$ cat src/design/stream_fault_injector_top_macros.svh
//------------------------------------------------------------------------------
// stream_fault_injector_top_macros
// Assertion helpers shared by the fault injector RTL.
//------------------------------------------------------------------------------
`ifndef STREAM_FAULT_INJECTOR_TOP_MACROS_SVH
`define STREAM_FAULT_INJECTOR_TOP_MACROS_SVH

// same-cycle implication, disabled in reset
`define SFI_ASSERT_NOW(label, clk, rst, ante, cons, msg) \
   label: assert property (@(posedge clk) disable iff (rst) (ante) |-> (cons)) \
      else $error(msg);

// next-cycle implication, disabled in reset
`define SFI_ASSERT_NEXT(label, clk, rst, ante, cons, msg) \
   label: assert property (@(posedge clk) disable iff (rst) (ante) |=> (cons)) \
      else $error(msg);

`endif

$ cat src/design/sfi_pkg.sv
//------------------------------------------------------------------------------
// sfi_pkg
// Widths, register codes, reset values and generator constants of the
// stream fault injector.
//------------------------------------------------------------------------------
package sfi_pkg;

   localparam int unsigned BYTE_W   = 8;
   localparam int unsigned MAX_W    = 16;
   localparam int unsigned MODE_W   = 2;
   localparam int unsigned BLOCK_W  = 13;
   localparam int unsigned RNG_W    = 31;
   localparam int unsigned LEN_W    = 29;
   localparam int unsigned CSR_IDX_W = 3;
   localparam int unsigned BURST_W  = 6;

   typedef logic [BYTE_W-1:0]    byte_type;
   typedef logic [MAX_W-1:0]     max_type;
   typedef logic [MODE_W-1:0]    mode_type;
   typedef logic [BLOCK_W-1:0]   block_type;
   typedef logic [RNG_W-1:0]     rng_type;
   typedef logic [LEN_W-1:0]     len_type;
   typedef logic [CSR_IDX_W-1:0] csr_idx_type;
   typedef logic [BURST_W-1:0]   burst_type;

   // register indexes
   localparam csr_idx_type REG_MAX_GAP    = 3'd0;
   localparam csr_idx_type REG_MAX_RUN    = 3'd1;
   localparam csr_idx_type REG_MODE       = 3'd2;
   localparam csr_idx_type REG_FILL_BYTE  = 3'd3;
   localparam csr_idx_type REG_BLOCK_SIZE = 3'd4;
   localparam csr_idx_type REG_RNG_SEED   = 3'd5;

   // corruption modes (code 3 acts as overwrite)
   localparam mode_type MODE_OVERWRITE = 2'd0;
   localparam mode_type MODE_INSERT    = 2'd1;
   localparam mode_type MODE_DELETE    = 2'd2;

   // register reset values
   localparam max_type   MAX_GAP_RST    = 16'd64000;
   localparam max_type   MAX_RUN_RST    = 16'd1024;
   localparam mode_type  MODE_RST       = MODE_OVERWRITE;
   localparam byte_type  FILL_BYTE_RST  = 8'd0;
   localparam block_type BLOCK_SIZE_RST = 13'd1;
   localparam rng_type   RNG_SEED_RST   = 31'd1;

   // 31-bit LCG
   localparam rng_type LCG_MUL  = 31'd1103515245;
   localparam rng_type LCG_INC  = 31'd12345;
   localparam rng_type RNG_FULL = 31'h7FFF_FFFF;

   localparam burst_type MAX_BURST = 6'd63;

endpackage

$ cat src/design/stream_fault_injector_top.sv
//------------------------------------------------------------------------------
// stream_fault_injector_top
// Byte stream fault injector: random corrupted runs separated by random gaps.
//------------------------------------------------------------------------------
// One item is taken at a time; req_ready is high only while the sequencer is
// idle. Each byte goes through accept, decide, prepare and, unless deleted,
// output. A new length draw adds one LCG step, two 31-step passes of the
// shared restoring divider (0x7FFFFFFF / max, then rng / that quotient) and
// the block_size multiply. The first byte after reset or after a write to
// registers 0 to 5 draws twice (priming plus its own draw when the first gap
// is zero). In insert mode the fill bytes are sent before the byte. Results
// wait in an output register, so a stalled rsp side only holds the block
// once the next result is ready. Register writes are taken at any time
// (csr_ready is tied high) but must only be issued while no item is in flight.
module stream_fault_injector_top (
   input  logic                   clock,
   input  logic                   reset,
   input  logic                   req_valid,
   output logic                   req_ready,
   input  sfi_pkg::byte_type      req_data_in,
   output logic                   rsp_valid,
   input  logic                   rsp_ready,
   output sfi_pkg::byte_type      rsp_data_out,
   output logic                   rsp_is_fill,
   output logic                   rsp_last,
   input  logic                   csr_valid,
   output logic                   csr_ready,
   input  sfi_pkg::csr_idx_type   csr_index,
   input  sfi_pkg::rng_type       csr_data
);
   import sfi_pkg::*;

   `include "stream_fault_injector_top_macros.svh"

   localparam logic [2:0] S_IDLE   = 3'd0;
   localparam logic [2:0] S_DECIDE = 3'd1;
   localparam logic [2:0] S_LCG    = 3'd2;
   localparam logic [2:0] S_DIV    = 3'd3;
   localparam logic [2:0] S_LEN    = 3'd4;
   localparam logic [2:0] S_APPLY  = 3'd5;
   localparam logic [2:0] S_PREP   = 3'd6;
   localparam logic [2:0] S_OUT    = 3'd7;

   localparam logic [1:0] KIND_PRIME = 2'd0;
   localparam logic [1:0] KIND_GAP   = 2'd1;
   localparam logic [1:0] KIND_RUN   = 2'd2;

   localparam logic [4:0] DIV_LAST = 5'd30;

   // configuration
   max_type   max_gap_ff, max_gap_in;
   max_type   max_run_ff, max_run_in;
   mode_type  mode_ff, mode_in;
   byte_type  fill_ff, fill_in;
   block_type block_ff, block_in;
   rng_type   seed_ff, seed_in;

   // sequencer and stream state
   logic [2:0] state_ff, state_in;
   logic [1:0] kind_ff, kind_in;
   rng_type    rng_ff, rng_in;
   len_type    gap_ff, gap_in;
   len_type    run_ff, run_in;
   len_type    len_ff, len_in;
   logic       in_run_ff, in_run_in;
   logic       primed_ff, primed_in;
   logic       corrupt_ff, corrupt_in;
   byte_type   data_ff, data_in;
   burst_type  burst_ff, burst_in;

   // shared divider
   rng_type    div_rem_ff, div_rem_in;
   rng_type    div_quo_ff, div_quo_in;
   rng_type    div_dvsr_ff, div_dvsr_in;
   logic [4:0] div_cnt_ff, div_cnt_in;
   logic       div_pass_ff, div_pass_in;

   // output register
   logic       rsp_valid_ff, rsp_valid_in;
   byte_type   rsp_data_ff, rsp_data_in;
   logic       rsp_fill_ff, rsp_fill_in;
   logic       rsp_last_ff, rsp_last_in;

   logic [RNG_W:0]   div_shift;
   logic [RNG_W:0]   div_diff;
   logic             div_ge;
   rng_type          div_quo_step;
   rng_type          lcg_next;
   max_type          max_sel;
   rng_type          max_dvsr;
   logic [MAX_W:0]   q_plus;
   logic [LEN_W:0]   len_prod;
   logic             out_free;

   assign req_ready    = (state_ff == S_IDLE);
   assign csr_ready    = 1'b1;
   assign rsp_valid    = rsp_valid_ff;
   assign rsp_data_out = rsp_data_ff;
   assign rsp_is_fill  = rsp_fill_ff;
   assign rsp_last     = rsp_last_ff;

   // one restoring divide step
   assign div_shift    = {div_rem_ff, div_quo_ff[RNG_W-1]};
   assign div_diff     = div_shift - {1'b0, div_dvsr_ff};
   assign div_ge       = (div_shift >= {1'b0, div_dvsr_ff});
   assign div_quo_step = {div_quo_ff[RNG_W-2:0], div_ge};

   assign lcg_next = rng_ff * LCG_MUL + LCG_INC;

   assign max_sel  = (kind_ff == KIND_RUN) ? max_run_ff : max_gap_ff;
   assign max_dvsr = (max_sel == '0) ? RNG_W'(1) : RNG_W'(max_sel);

   // quotient never exceeds 0xFFFF, so 16 bits hold it
   assign q_plus   = {1'b0, div_quo_ff[MAX_W-1:0]} + (MAX_W+1)'(1);
   assign len_prod = (LEN_W+1)'(block_ff) * (LEN_W+1)'(q_plus);

   assign out_free = !rsp_valid_ff || rsp_ready;

   always_comb begin
      max_gap_in   = max_gap_ff;
      max_run_in   = max_run_ff;
      mode_in      = mode_ff;
      fill_in      = fill_ff;
      block_in     = block_ff;
      seed_in      = seed_ff;
      state_in     = state_ff;
      kind_in      = kind_ff;
      rng_in       = rng_ff;
      gap_in       = gap_ff;
      run_in       = run_ff;
      len_in       = len_ff;
      in_run_in    = in_run_ff;
      primed_in    = primed_ff;
      corrupt_in   = corrupt_ff;
      data_in      = data_ff;
      burst_in     = burst_ff;
      div_rem_in   = div_rem_ff;
      div_quo_in   = div_quo_ff;
      div_dvsr_in  = div_dvsr_ff;
      div_cnt_in   = div_cnt_ff;
      div_pass_in  = div_pass_ff;
      rsp_valid_in = rsp_valid_ff;
      rsp_data_in  = rsp_data_ff;
      rsp_fill_in  = rsp_fill_ff;
      rsp_last_in  = rsp_last_ff;

      if (rsp_valid_ff && rsp_ready) begin
         rsp_valid_in = 1'b0;
      end

      if (csr_valid) begin
         primed_in = 1'b0;
         case (csr_index)
            REG_MAX_GAP:    max_gap_in = csr_data[MAX_W-1:0];
            REG_MAX_RUN:    max_run_in = csr_data[MAX_W-1:0];
            REG_MODE:       mode_in    = csr_data[MODE_W-1:0];
            REG_FILL_BYTE:  fill_in    = csr_data[BYTE_W-1:0];
            REG_BLOCK_SIZE: block_in   = csr_data[BLOCK_W-1:0];
            REG_RNG_SEED:   seed_in    = csr_data;
            default:        primed_in  = primed_ff;
         endcase
      end

      case (state_ff)
         S_IDLE: begin
            if (req_valid) begin
               data_in  = req_data_in;
               state_in = S_DECIDE;
            end
         end
         S_DECIDE: begin
            if (!primed_ff) begin
               rng_in   = seed_ff;
               kind_in  = KIND_PRIME;
               state_in = S_LCG;
            end else if (gap_ff != '0) begin
               gap_in     = gap_ff - LEN_W'(1);
               corrupt_in = 1'b0;
               state_in   = S_PREP;
            end else if (run_ff != '0) begin
               corrupt_in = 1'b1;
               state_in   = S_PREP;
            end else if (in_run_ff) begin
               kind_in  = KIND_GAP;
               state_in = S_LCG;
            end else begin
               kind_in  = KIND_RUN;
               state_in = S_LCG;
            end
         end
         S_LCG: begin
            rng_in      = lcg_next;
            div_quo_in  = RNG_FULL;
            div_rem_in  = '0;
            div_dvsr_in = max_dvsr;
            div_cnt_in  = '0;
            div_pass_in = 1'b0;
            state_in    = S_DIV;
         end
         S_DIV: begin
            div_rem_in = div_ge ? div_diff[RNG_W-1:0] : div_shift[RNG_W-1:0];
            div_quo_in = div_quo_step;
            div_cnt_in = div_cnt_ff + 5'd1;
            if (div_cnt_ff == DIV_LAST) begin
               if (!div_pass_ff) begin
                  // second pass: rng / (0x7FFFFFFF / max)
                  div_dvsr_in = div_quo_step;
                  div_quo_in  = rng_ff;
                  div_rem_in  = '0;
                  div_cnt_in  = '0;
                  div_pass_in = 1'b1;
               end else begin
                  state_in = S_LEN;
               end
            end
         end
         S_LEN: begin
            len_in   = len_prod[LEN_W-1:0];
            state_in = S_APPLY;
         end
         S_APPLY: begin
            case (kind_ff)
               KIND_PRIME: begin
                  gap_in    = len_ff;
                  run_in    = '0;
                  in_run_in = 1'b0;
                  primed_in = 1'b1;
                  state_in  = S_DECIDE;
               end
               KIND_GAP: begin
                  // the current byte is the first of the new gap
                  gap_in     = (len_ff != '0) ? len_ff - LEN_W'(1) : '0;
                  in_run_in  = 1'b0;
                  corrupt_in = 1'b0;
                  state_in   = S_PREP;
               end
               default: begin
                  run_in     = len_ff;
                  in_run_in  = 1'b1;
                  corrupt_in = 1'b1;
                  state_in   = S_PREP;
               end
            endcase
         end
         S_PREP: begin
            state_in = S_OUT;
            if (mode_ff == MODE_INSERT) begin
               burst_in = (run_ff < LEN_W'(MAX_BURST)) ? run_ff[BURST_W-1:0] : MAX_BURST;
               run_in   = '0;
            end else if (run_ff != '0) begin
               run_in = run_ff - LEN_W'(1);
               if (mode_ff == MODE_DELETE) begin
                  state_in = S_IDLE;   // byte dropped
               end
            end
         end
         S_OUT: begin
            if (out_free) begin
               rsp_valid_in = 1'b1;
               if (burst_ff != '0) begin
                  rsp_data_in = fill_ff;
                  rsp_fill_in = 1'b1;
                  rsp_last_in = 1'b0;
                  burst_in    = burst_ff - BURST_W'(1);
               end else begin
                  if (corrupt_ff && mode_ff != MODE_INSERT && mode_ff != MODE_DELETE) begin
                     rsp_data_in = fill_ff;
                     rsp_fill_in = 1'b1;
                  end else begin
                     rsp_data_in = data_ff;
                     rsp_fill_in = 1'b0;
                  end
                  rsp_last_in = 1'b1;
                  state_in    = S_IDLE;
               end
            end
         end
         default: state_in = S_IDLE;
      endcase
   end

   always_ff @(posedge clock) begin
      if (reset) begin
         max_gap_ff   <= MAX_GAP_RST;
         max_run_ff   <= MAX_RUN_RST;
         mode_ff      <= MODE_RST;
         fill_ff      <= FILL_BYTE_RST;
         block_ff     <= BLOCK_SIZE_RST;
         seed_ff      <= RNG_SEED_RST;
         state_ff     <= S_IDLE;
         rng_ff       <= '0;
         gap_ff       <= '0;
         run_ff       <= '0;
         in_run_ff    <= 1'b0;
         primed_ff    <= 1'b0;
         burst_ff     <= '0;
         rsp_valid_ff <= 1'b0;
      end else begin
         max_gap_ff   <= max_gap_in;
         max_run_ff   <= max_run_in;
         mode_ff      <= mode_in;
         fill_ff      <= fill_in;
         block_ff     <= block_in;
         seed_ff      <= seed_in;
         state_ff     <= state_in;
         rng_ff       <= rng_in;
         gap_ff       <= gap_in;
         run_ff       <= run_in;
         in_run_ff    <= in_run_in;
         primed_ff    <= primed_in;
         burst_ff     <= burst_in;
         rsp_valid_ff <= rsp_valid_in;
      end
   end

   always_ff @(posedge clock) begin
      kind_ff     <= kind_in;
      len_ff      <= len_in;
      corrupt_ff  <= corrupt_in;
      data_ff     <= data_in;
      div_rem_ff  <= div_rem_in;
      div_quo_ff  <= div_quo_in;
      div_dvsr_ff <= div_dvsr_in;
      div_cnt_ff  <= div_cnt_in;
      div_pass_ff <= div_pass_in;
      rsp_data_ff <= rsp_data_in;
      rsp_fill_ff <= rsp_fill_in;
      rsp_last_ff <= rsp_last_in;
   end

   `SFI_ASSERT_NEXT(a_busy_after_accept, clock, reset, req_valid && req_ready,
      state_ff != S_IDLE, "sequencer idle right after an accepted item")
   `SFI_ASSERT_NOW(a_burst_only_in_output, clock, reset, burst_ff != '0,
      state_ff == S_OUT, "pending fill burst outside the output state")
   `SFI_ASSERT_NOW(a_divisor_nonzero, clock, reset, state_ff == S_DIV,
      div_dvsr_ff != '0, "shared divider running with a zero divisor")

endmodule
$ cat config.mk
export PLATFORM = sky130hd
export DESIGN_NAME = stream_fault_injector_top
export DESIGN_NICKNAME = d
export VERILOG_FILES = /design/src/design/sfi_pkg.sv /design/src/design/stream_fault_injector_top.sv
export VERILOG_INCLUDE_DIRS = /design/src /design/src/design
export SDC_FILE = /design/constraint.sdc
export NUM_CORES = 2
export LEC_CHECK = 0
export BUFFER_PORTS_ARGS = -buffer_cell sky130_fd_sc_hd__clkbuf_2
export CORE_ASPECT_RATIO = 2
export CORE_MARGIN = 5
export CORE_UTILIZATION = 56
export CTS_CLUSTER_DIAMETER = 40
export CTS_CLUSTER_SIZE = 16
export DETAILED_ROUTE_END_ITERATION = 12
export PLACE_DENSITY = 0.83
export REMOVE_ABC_BUFFERS = 1
export SLEW_MARGIN = 30
export SYNTH_ARGS = -nofsm -noshare
export SYNTH_HDL_FRONTEND = slang
export SYNTH_SLANG_ARGS = --single-unit
$ cat constraint.sdc
create_clock -name clock -period 10.7 [get_ports clock]
set_input_delay 2.14 -clock clock [delete_from_list [all_inputs] [get_ports clock]]
set_output_delay 2.14 -clock clock [all_outputs]
set_load 0.05 [all_outputs]
**Word-level counts from Yosys, hierarchy flattened**

Cells that the tools add are included.

- Output and inout bits: 13
- Bits in latches: 0
- ROM bits: 0
- Memories kept: 0
- Flip-flop bits (word level): 336
- Logic and storage cells: 178
- Memory bits (writable): 0

- Mux-type cells: 66
- Reduce and logical (&&, ||, !) cells: 37
- Bitwise operators: 0
- Eq/ne operators: 37
- Shift operators: 0
- Div/mod/pow operators: 0
- Multipliers: 2
- Magnitude comparators: 2
- Add/sub/neg operators: 8

Operators by type and width:

| kind | number |
|---|---|
| two-way mux 31 bit | 8 |
| case mux 31 bit (2 select lines) | 4 |
| case mux 29 bit (2 select lines) | 4 |
| two-way mux 29 bit | 5 |
| nonzero test 29 bit | 3 |
| subtractor 29 x 1 -> 29 bit, second input constant | 3 |
| two-way mux 3 bit | 12 |
| >= comparator 32 x 31 -> 1 bit | 1 |
| two-way mux 16 bit | 2 |
| inequality test 2 bit, second input constant | 16 |
| adder 31 x 14 -> 31 bit, second input constant | 1 |
| multiplier 31 x 31 -> 31 bit, second input constant | 1 |
| subtractor 31 bit | 1 |
| < comparator 29 x 6 -> 1 bit, second input constant | 1 |
| multiplier 13 x 17 -> 29 bit | 1 |
| two-way mux 6 bit | 4 |
| case mux 3 bit (8 select lines) | 1 |
| AND reduction 2 bit | 10 |
| equality test 3 bit, second input constant | 6 |
| adder 16 x 1 -> 17 bit, second input constant | 1 |
| zero test 16 bit | 1 |
| two-way mux 8 bit | 2 |
| two-way mux 1 bit | 14 |
| equality test 3 x 2 -> 1 bit, second input constant | 4 |
| other kinds (25) | 46 |

**Logic depth before layout (Yosys ltp)**

- Depth after elaboration: 6
- Mapped depth: 26
- Depth with buffers taken out: 25

**Worst setup path after synthesis**

OpenSTA, ideal clock, no wires.

- Path kind: reg-to-reg
- Start point: register div_quo_ff[0]
- End point: register len_ff[25] (data pin)
- Setup slack: 4.149 ns
- Period minus slack after synthesis: 6.551 ns
- Path buffers: 1
- Stages on the path, launching flop included: 27
- Arrival time: 6.414 ns
- Required time: 10.563 ns
- Cells stage by stage: edfxtp_1 ha_1 nand3_1 nor2_1 nand3_1 nor2_1 xor2_1 clkbuf_1 and2_1 fa_1 inv_1 fa_1 inv_1 fa_1 fa_1 inv_1 fa_1 inv_1 ha_1 a21o_1 o21bai_1 nor4b_1 o21ai_0 a211oi_1 o31ai_1 or4_1 nand4_1

- Longest elaborated chain between the ends: 2

Ends and longest elaborated chain:

| element | line | RTL |
|---|---|---|
| from (decl) | stream_fault_injector_top.sv:73 | `rng_type div_quo_ff, div_quo_in;` |
| from (signal assigned) | stream_fault_injector_top.sv:322 | `div_quo_ff <= div_quo_in;` |
| adder 16 x 1 -> 17 bit | stream_fault_injector_top.sv:114 | `assign q_plus = {1'b0, div_quo_ff[MAX_W-1:0]} + (MAX_W+1)'(1);` |
| multiplier 13 x 17 -> 29 bit | stream_fault_injector_top.sv:115 | `assign len_prod = (LEN_W+1)'(block_ff) * (LEN_W+1)'(q_plus);` |
| named net len_prod[25] | stream_fault_injector_top.sv:92 | `logic [LEN_W:0] len_prod;` |
| to (signal assigned) | stream_fault_injector_top.sv:318 | `len_ff <= len_in;` |
| to (decl) | stream_fault_injector_top.sv:64 | `len_type len_ff, len_in;` |

The timed path passes the listed nets, and every way through them passes these cells.
A chain may end at the register's enable or synchronous reset.

**Worst setup path in the final report**

Same ends and word-level chain as after synthesis.

==> parameters.txt <==
Parameter                              Value

Run status
  Run status ... finished clean

Timing
  Sum Neg Setup Slack ... 0 ns
  Least-Margin Pin Slew ... 0.999 ns
  Final period utilization ... 0.771
  Count of endpoints failing setup in the final report ... 0
  Peak Freq ... 121 MHz
  Number of hold violations in the final report ... 0
  Setup Skew ... 0.0298 ns
  Unrepaired setup endpoints after global routing ... no
  Minimum period implied by the final worst setup slack ... 8.25 ns
  Max transition margin ... 0.317
  Number of slew-limit violations in the final report ... 0
  Worst Slack Setup Final ... 2.45 ns

Clock network
  Number of buffers created by CTS ... 39
  Deepest level of the CTS H-tree ... 2
  Clock transition at the register clock pins on the worst setup and hold paths after CTS ... 0.07 ns
  Number of setup buffers added after CTS ... 0
  Total of cells resized after clock tree synthesis ... 0
  TritonCTS clock tree ... yes
  Insertion delay of the later-clocked pin in the worst-skew pair ... 0.59 ns
  Worst-case clock buffer depth ... 3
  Clock root buffer ... sky130_fd_sc_hd__clkbuf_16
  Hold-fix buffers, CTS ... 0
  Count of clock tree sinks ... 336

Critical path
  Crit path from ... div_quo_ff[0]$_SDFFCE_PN1P_
  Type of destination of the critical path ... flip-flop
  Category of the critical setup timing path ... flip-flop to flip-flop
  Startpoint type of the worst setup path ... flip-flop
  Required time reported for the critical path endpoint ... 11.13 ns
  Max Fanout on Critical Path ... 18
  Critical R2R Launch ... div_quo_ff[0]$_SDFFCE_PN1P_
  Data arrival time of the critical path ... 8.69 ns

Yosys
  Avg Synthesized Cell Area ... 8.80 um2
  Flip-flop and latch count after synthesis ... 336
  Dominant cell type by area after synthesis ... sky130_fd_sc_hd__fa_1
  Top cells by area, synth ... sky130_fd_sc_hd__fa_1, sky130_fd_sc_hd__edfxtp_1, sky130_fd_sc_hd__ha_1
  Synthesized cell area ... 33200 um2
  Cells after synthesis ... 3773
  Proportion of netlist area held by the largest area contributor ... 0.207
  Distinct cell type count of the synthesized netlist ... 82
  Sequential area share after synthesis ... 0.248
  Fraction of registers with async set or reset after synthesis ... 0
  EDFF count, synth ... 149
  Dominant register cell in the synthesized netlist ... sky130_fd_sc_hd__dfxtp_1
  Yosys warning count ... 0

Routing
  Routed WL ... 93.8 mm
  Vias ... 26.9k
  First-pass iteration count of the detailed router ... 5
  Wirelength per Cell ... 20.6 um
  Average vias per placed instance ... 5.91
  ANT nets after route ... 0
  Starting DRC count in detailed routing ... 1650
  DRC violation count after routing ... 0

Run
  Max-capacitance violation count ... 0

Cells and area
  Antenna diode count ... 0
  FF/Latch Area ... 8220 um2
  Leading cell type in the layout, fill and taps excluded ... sky130_fd_sc_hd__inv_1
  Post-layout net count ... 4445
  Most frequent cells in the layout ... sky130_fd_sc_hd__inv_1, sky130_fd_sc_hd__nand2_1, sky130_fd_sc_hd__fa_1
  Area Growth Syn to Fin ... 7.00%
  Final Instance Area ... 35500 um2
  Fillcell total ... 5069
  Combined area of the multi-input logic cells ... 21900 um2
  Layout cells sized above 1 ... 0.0561

Placed design
  Pre-CTS worst setup slack ... 2.65 ns
  Routability-driven placement congestion ratio ... 1.06
  Detail Placement HPWL ... 74.2 mm
  Port Buffer Count ... 58
  Cell Area, Placed ... 34200 um2

Floorplanning
  Placement Rows ... 126
  Die Span Y ... 354 um
  Ports placed on the boundary ... 60
  Die width ... 182 um
  Placeable core region ... 59000 um2
  Die outline area ... 64500 um2
  Initial cell density of the core ... 0.563

Min path
  Beginning of the worst hold path ... fill_ff[1]$_SDFFE_PP0P_
  Class of the tightest hold or removal check ... flip-flop to flip-flop

GRT
  Initial antenna violation count ... 0
  Via count of the first global-routing pass ... 29.0k
  GRT Residual Overflow ... 0
  Largest net degree at the start of global routing ... 84
  Global-route wire length before repair ... 149 mm
  Tot GR Track Use ... 0.291

Power and ir drop
  Power density over the cells ... 286 nW/um2
  Maximum resistive drop on vdd ... 0.000768 V
  Static power due to leakage ... 16.5 nW
  Post-layout total power ... 10.2 mW
## power breakdown
| group | internal (mW) | leakage [nW] | total (mW) | switching, mW |
|---|---|---|---|---|
| clock network | 0.749 | 0.639 | 1.39 | 0.642 |
| logic | 2.83 | 13.0 | 7.21 | 4.37 |
| registers | 1.44 | 2.81 | 1.56 | 0.117 |
## logic make-up after synthesis
logic type / after synthesis / synth area share
XOR/XNOR: 157 / 0.0414
other: 1 / 0.000113
AO/OA/AOI/OAI: 609 / 0.116
adder cells (fa/ha/maj): 649 / 0.322
buffers and inverters: 846 / 0.0966
flip-flops: 336 / 0.248
multiplexers: 51 / 0.0157
AND/OR/NAND/NOR: 1124 / 0.160
## Yosys cell counts (17+ instances only)
cell,instances
sky130_fd_sc_hd__inv_1,693
sky130_fd_sc_hd__nand2_1,470
sky130_fd_sc_hd__fa_1,343
sky130_fd_sc_hd__ha_1,306
sky130_fd_sc_hd__a21oi_1,202
sky130_fd_sc_hd__nor2_1,196
sky130_fd_sc_hd__dfxtp_1,187
sky130_fd_sc_hd__edfxtp_1,149
sky130_fd_sc_hd__clkbuf_1,132
sky130_fd_sc_hd__and2_1,117
sky130_fd_sc_hd__o21ai_0,107
sky130_fd_sc_hd__xnor2_1,106
sky130_fd_sc_hd__nor3_1,81
sky130_fd_sc_hd__a211oi_1,57
sky130_fd_sc_hd__nand3_1,51
sky130_fd_sc_hd__xor2_1,51
sky130_fd_sc_hd__mux2i_1,42
sky130_fd_sc_hd__nand2b_1,31
sky130_fd_sc_hd__o211ai_1,31
sky130_fd_sc_hd__a21o_1,29
sky130_fd_sc_hd__nor2b_1,28
sky130_fd_sc_hd__nor4_1,27
sky130_fd_sc_hd__and3_1,24
sky130_fd_sc_hd__nand4_1,21
sky130_fd_sc_hd__or3_1,19
sky130_fd_sc_hd__a22oi_1,18
sky130_fd_sc_hd__o21ai_1,17
## metrics by stage
stage / utilization / hold WS (ns) / cells
3_5_place_dp: 0.579 / 0.448 / 4476
5_1_grt: 0.602 / 0.472 / 4547
4_1_cts: 0.602 / 0.457 / 4547
2_1_floorplan: - / 0.427 / 3621
3_3_place_gp: 0.578 / 0.442 / 4476
6_report: 0.602 / 0.456 / 4547
## worst max-delay path, cell delays in order (launching register included)
cell and delay, ns:
sky130_fd_sc_hd__edfxtp_1 0.78, sky130_fd_sc_hd__ha_1 0.34, sky130_fd_sc_hd__nand3_1 0.13, sky130_fd_sc_hd__nor2_1 0.23, sky130_fd_sc_hd__nand3_1 0.23, sky130_fd_sc_hd__nor2_1 0.20
sky130_fd_sc_hd__xor2_1 0.72, sky130_fd_sc_hd__and2_1 0.28, sky130_fd_sc_hd__fa_1 0.43, sky130_fd_sc_hd__inv_1 0.08, sky130_fd_sc_hd__fa_1 0.40, sky130_fd_sc_hd__inv_1 0.09
sky130_fd_sc_hd__fa_1 0.44, sky130_fd_sc_hd__fa_1 0.55, sky130_fd_sc_hd__inv_1 0.05, sky130_fd_sc_hd__fa_1 0.47, sky130_fd_sc_hd__inv_1 0.04, sky130_fd_sc_hd__ha_1 0.33
sky130_fd_sc_hd__a21o_1 0.21, sky130_fd_sc_hd__o21bai_1 0.18, sky130_fd_sc_hd__nor4b_1 0.35, sky130_fd_sc_hd__o21ai_0 0.28, sky130_fd_sc_hd__a211oi_1 0.47, sky130_fd_sc_hd__o31ai_1 0.26
sky130_fd_sc_hd__or4_1 0.46, sky130_fd_sc_hd__nand4_1 0.11
## per-layer routing
metal  track usage  part of all wire  vias up
li1              -                 -    12300
met1         0.261              0.30    13000
met2         0.555              0.54     1029
met3        0.0380             0.045      548
met4         0.253              0.11        0
met5             0                 0        -
## flip-flops by register name, indices dropped and copies added, names as in the netlist, 29 cells and up
register / cells
rng_ff: 31
run_ff: 29
len_ff: 29
div_quo_ff: 31
gap_ff: 29
div_dvsr_ff: 31
seed_ff: 31
div_rem_ff: 31
## path summary, 6_finish.rpt
check	endpoint	slack, ns	cells after the start
max reg2reg	len_ff[25]$_DFFE_PP_	2.45	25
min	fill_ff[1]$_SDFFE_PP0P_	0.46	2
min reg2reg	fill_ff[1]$_SDFFE_PP0P_	0.46	2
max	len_ff[25]$_DFFE_PP_	2.45	25
## layout make-up
type | instances | share of cell area
Sequential cell | 336 | 0.231
Tap cell | 768 | 0.0271
Clock inverter | 27 | 0.00870
Inverter | 694 | 0.0733
Timing Repair Buffer | 87 | 0.0145
Multi-Input combinational cell | 2591 | 0.616
Clock buffer | 44 | 0.0286
No activity file was read; power rests on OpenSTA's default activity.
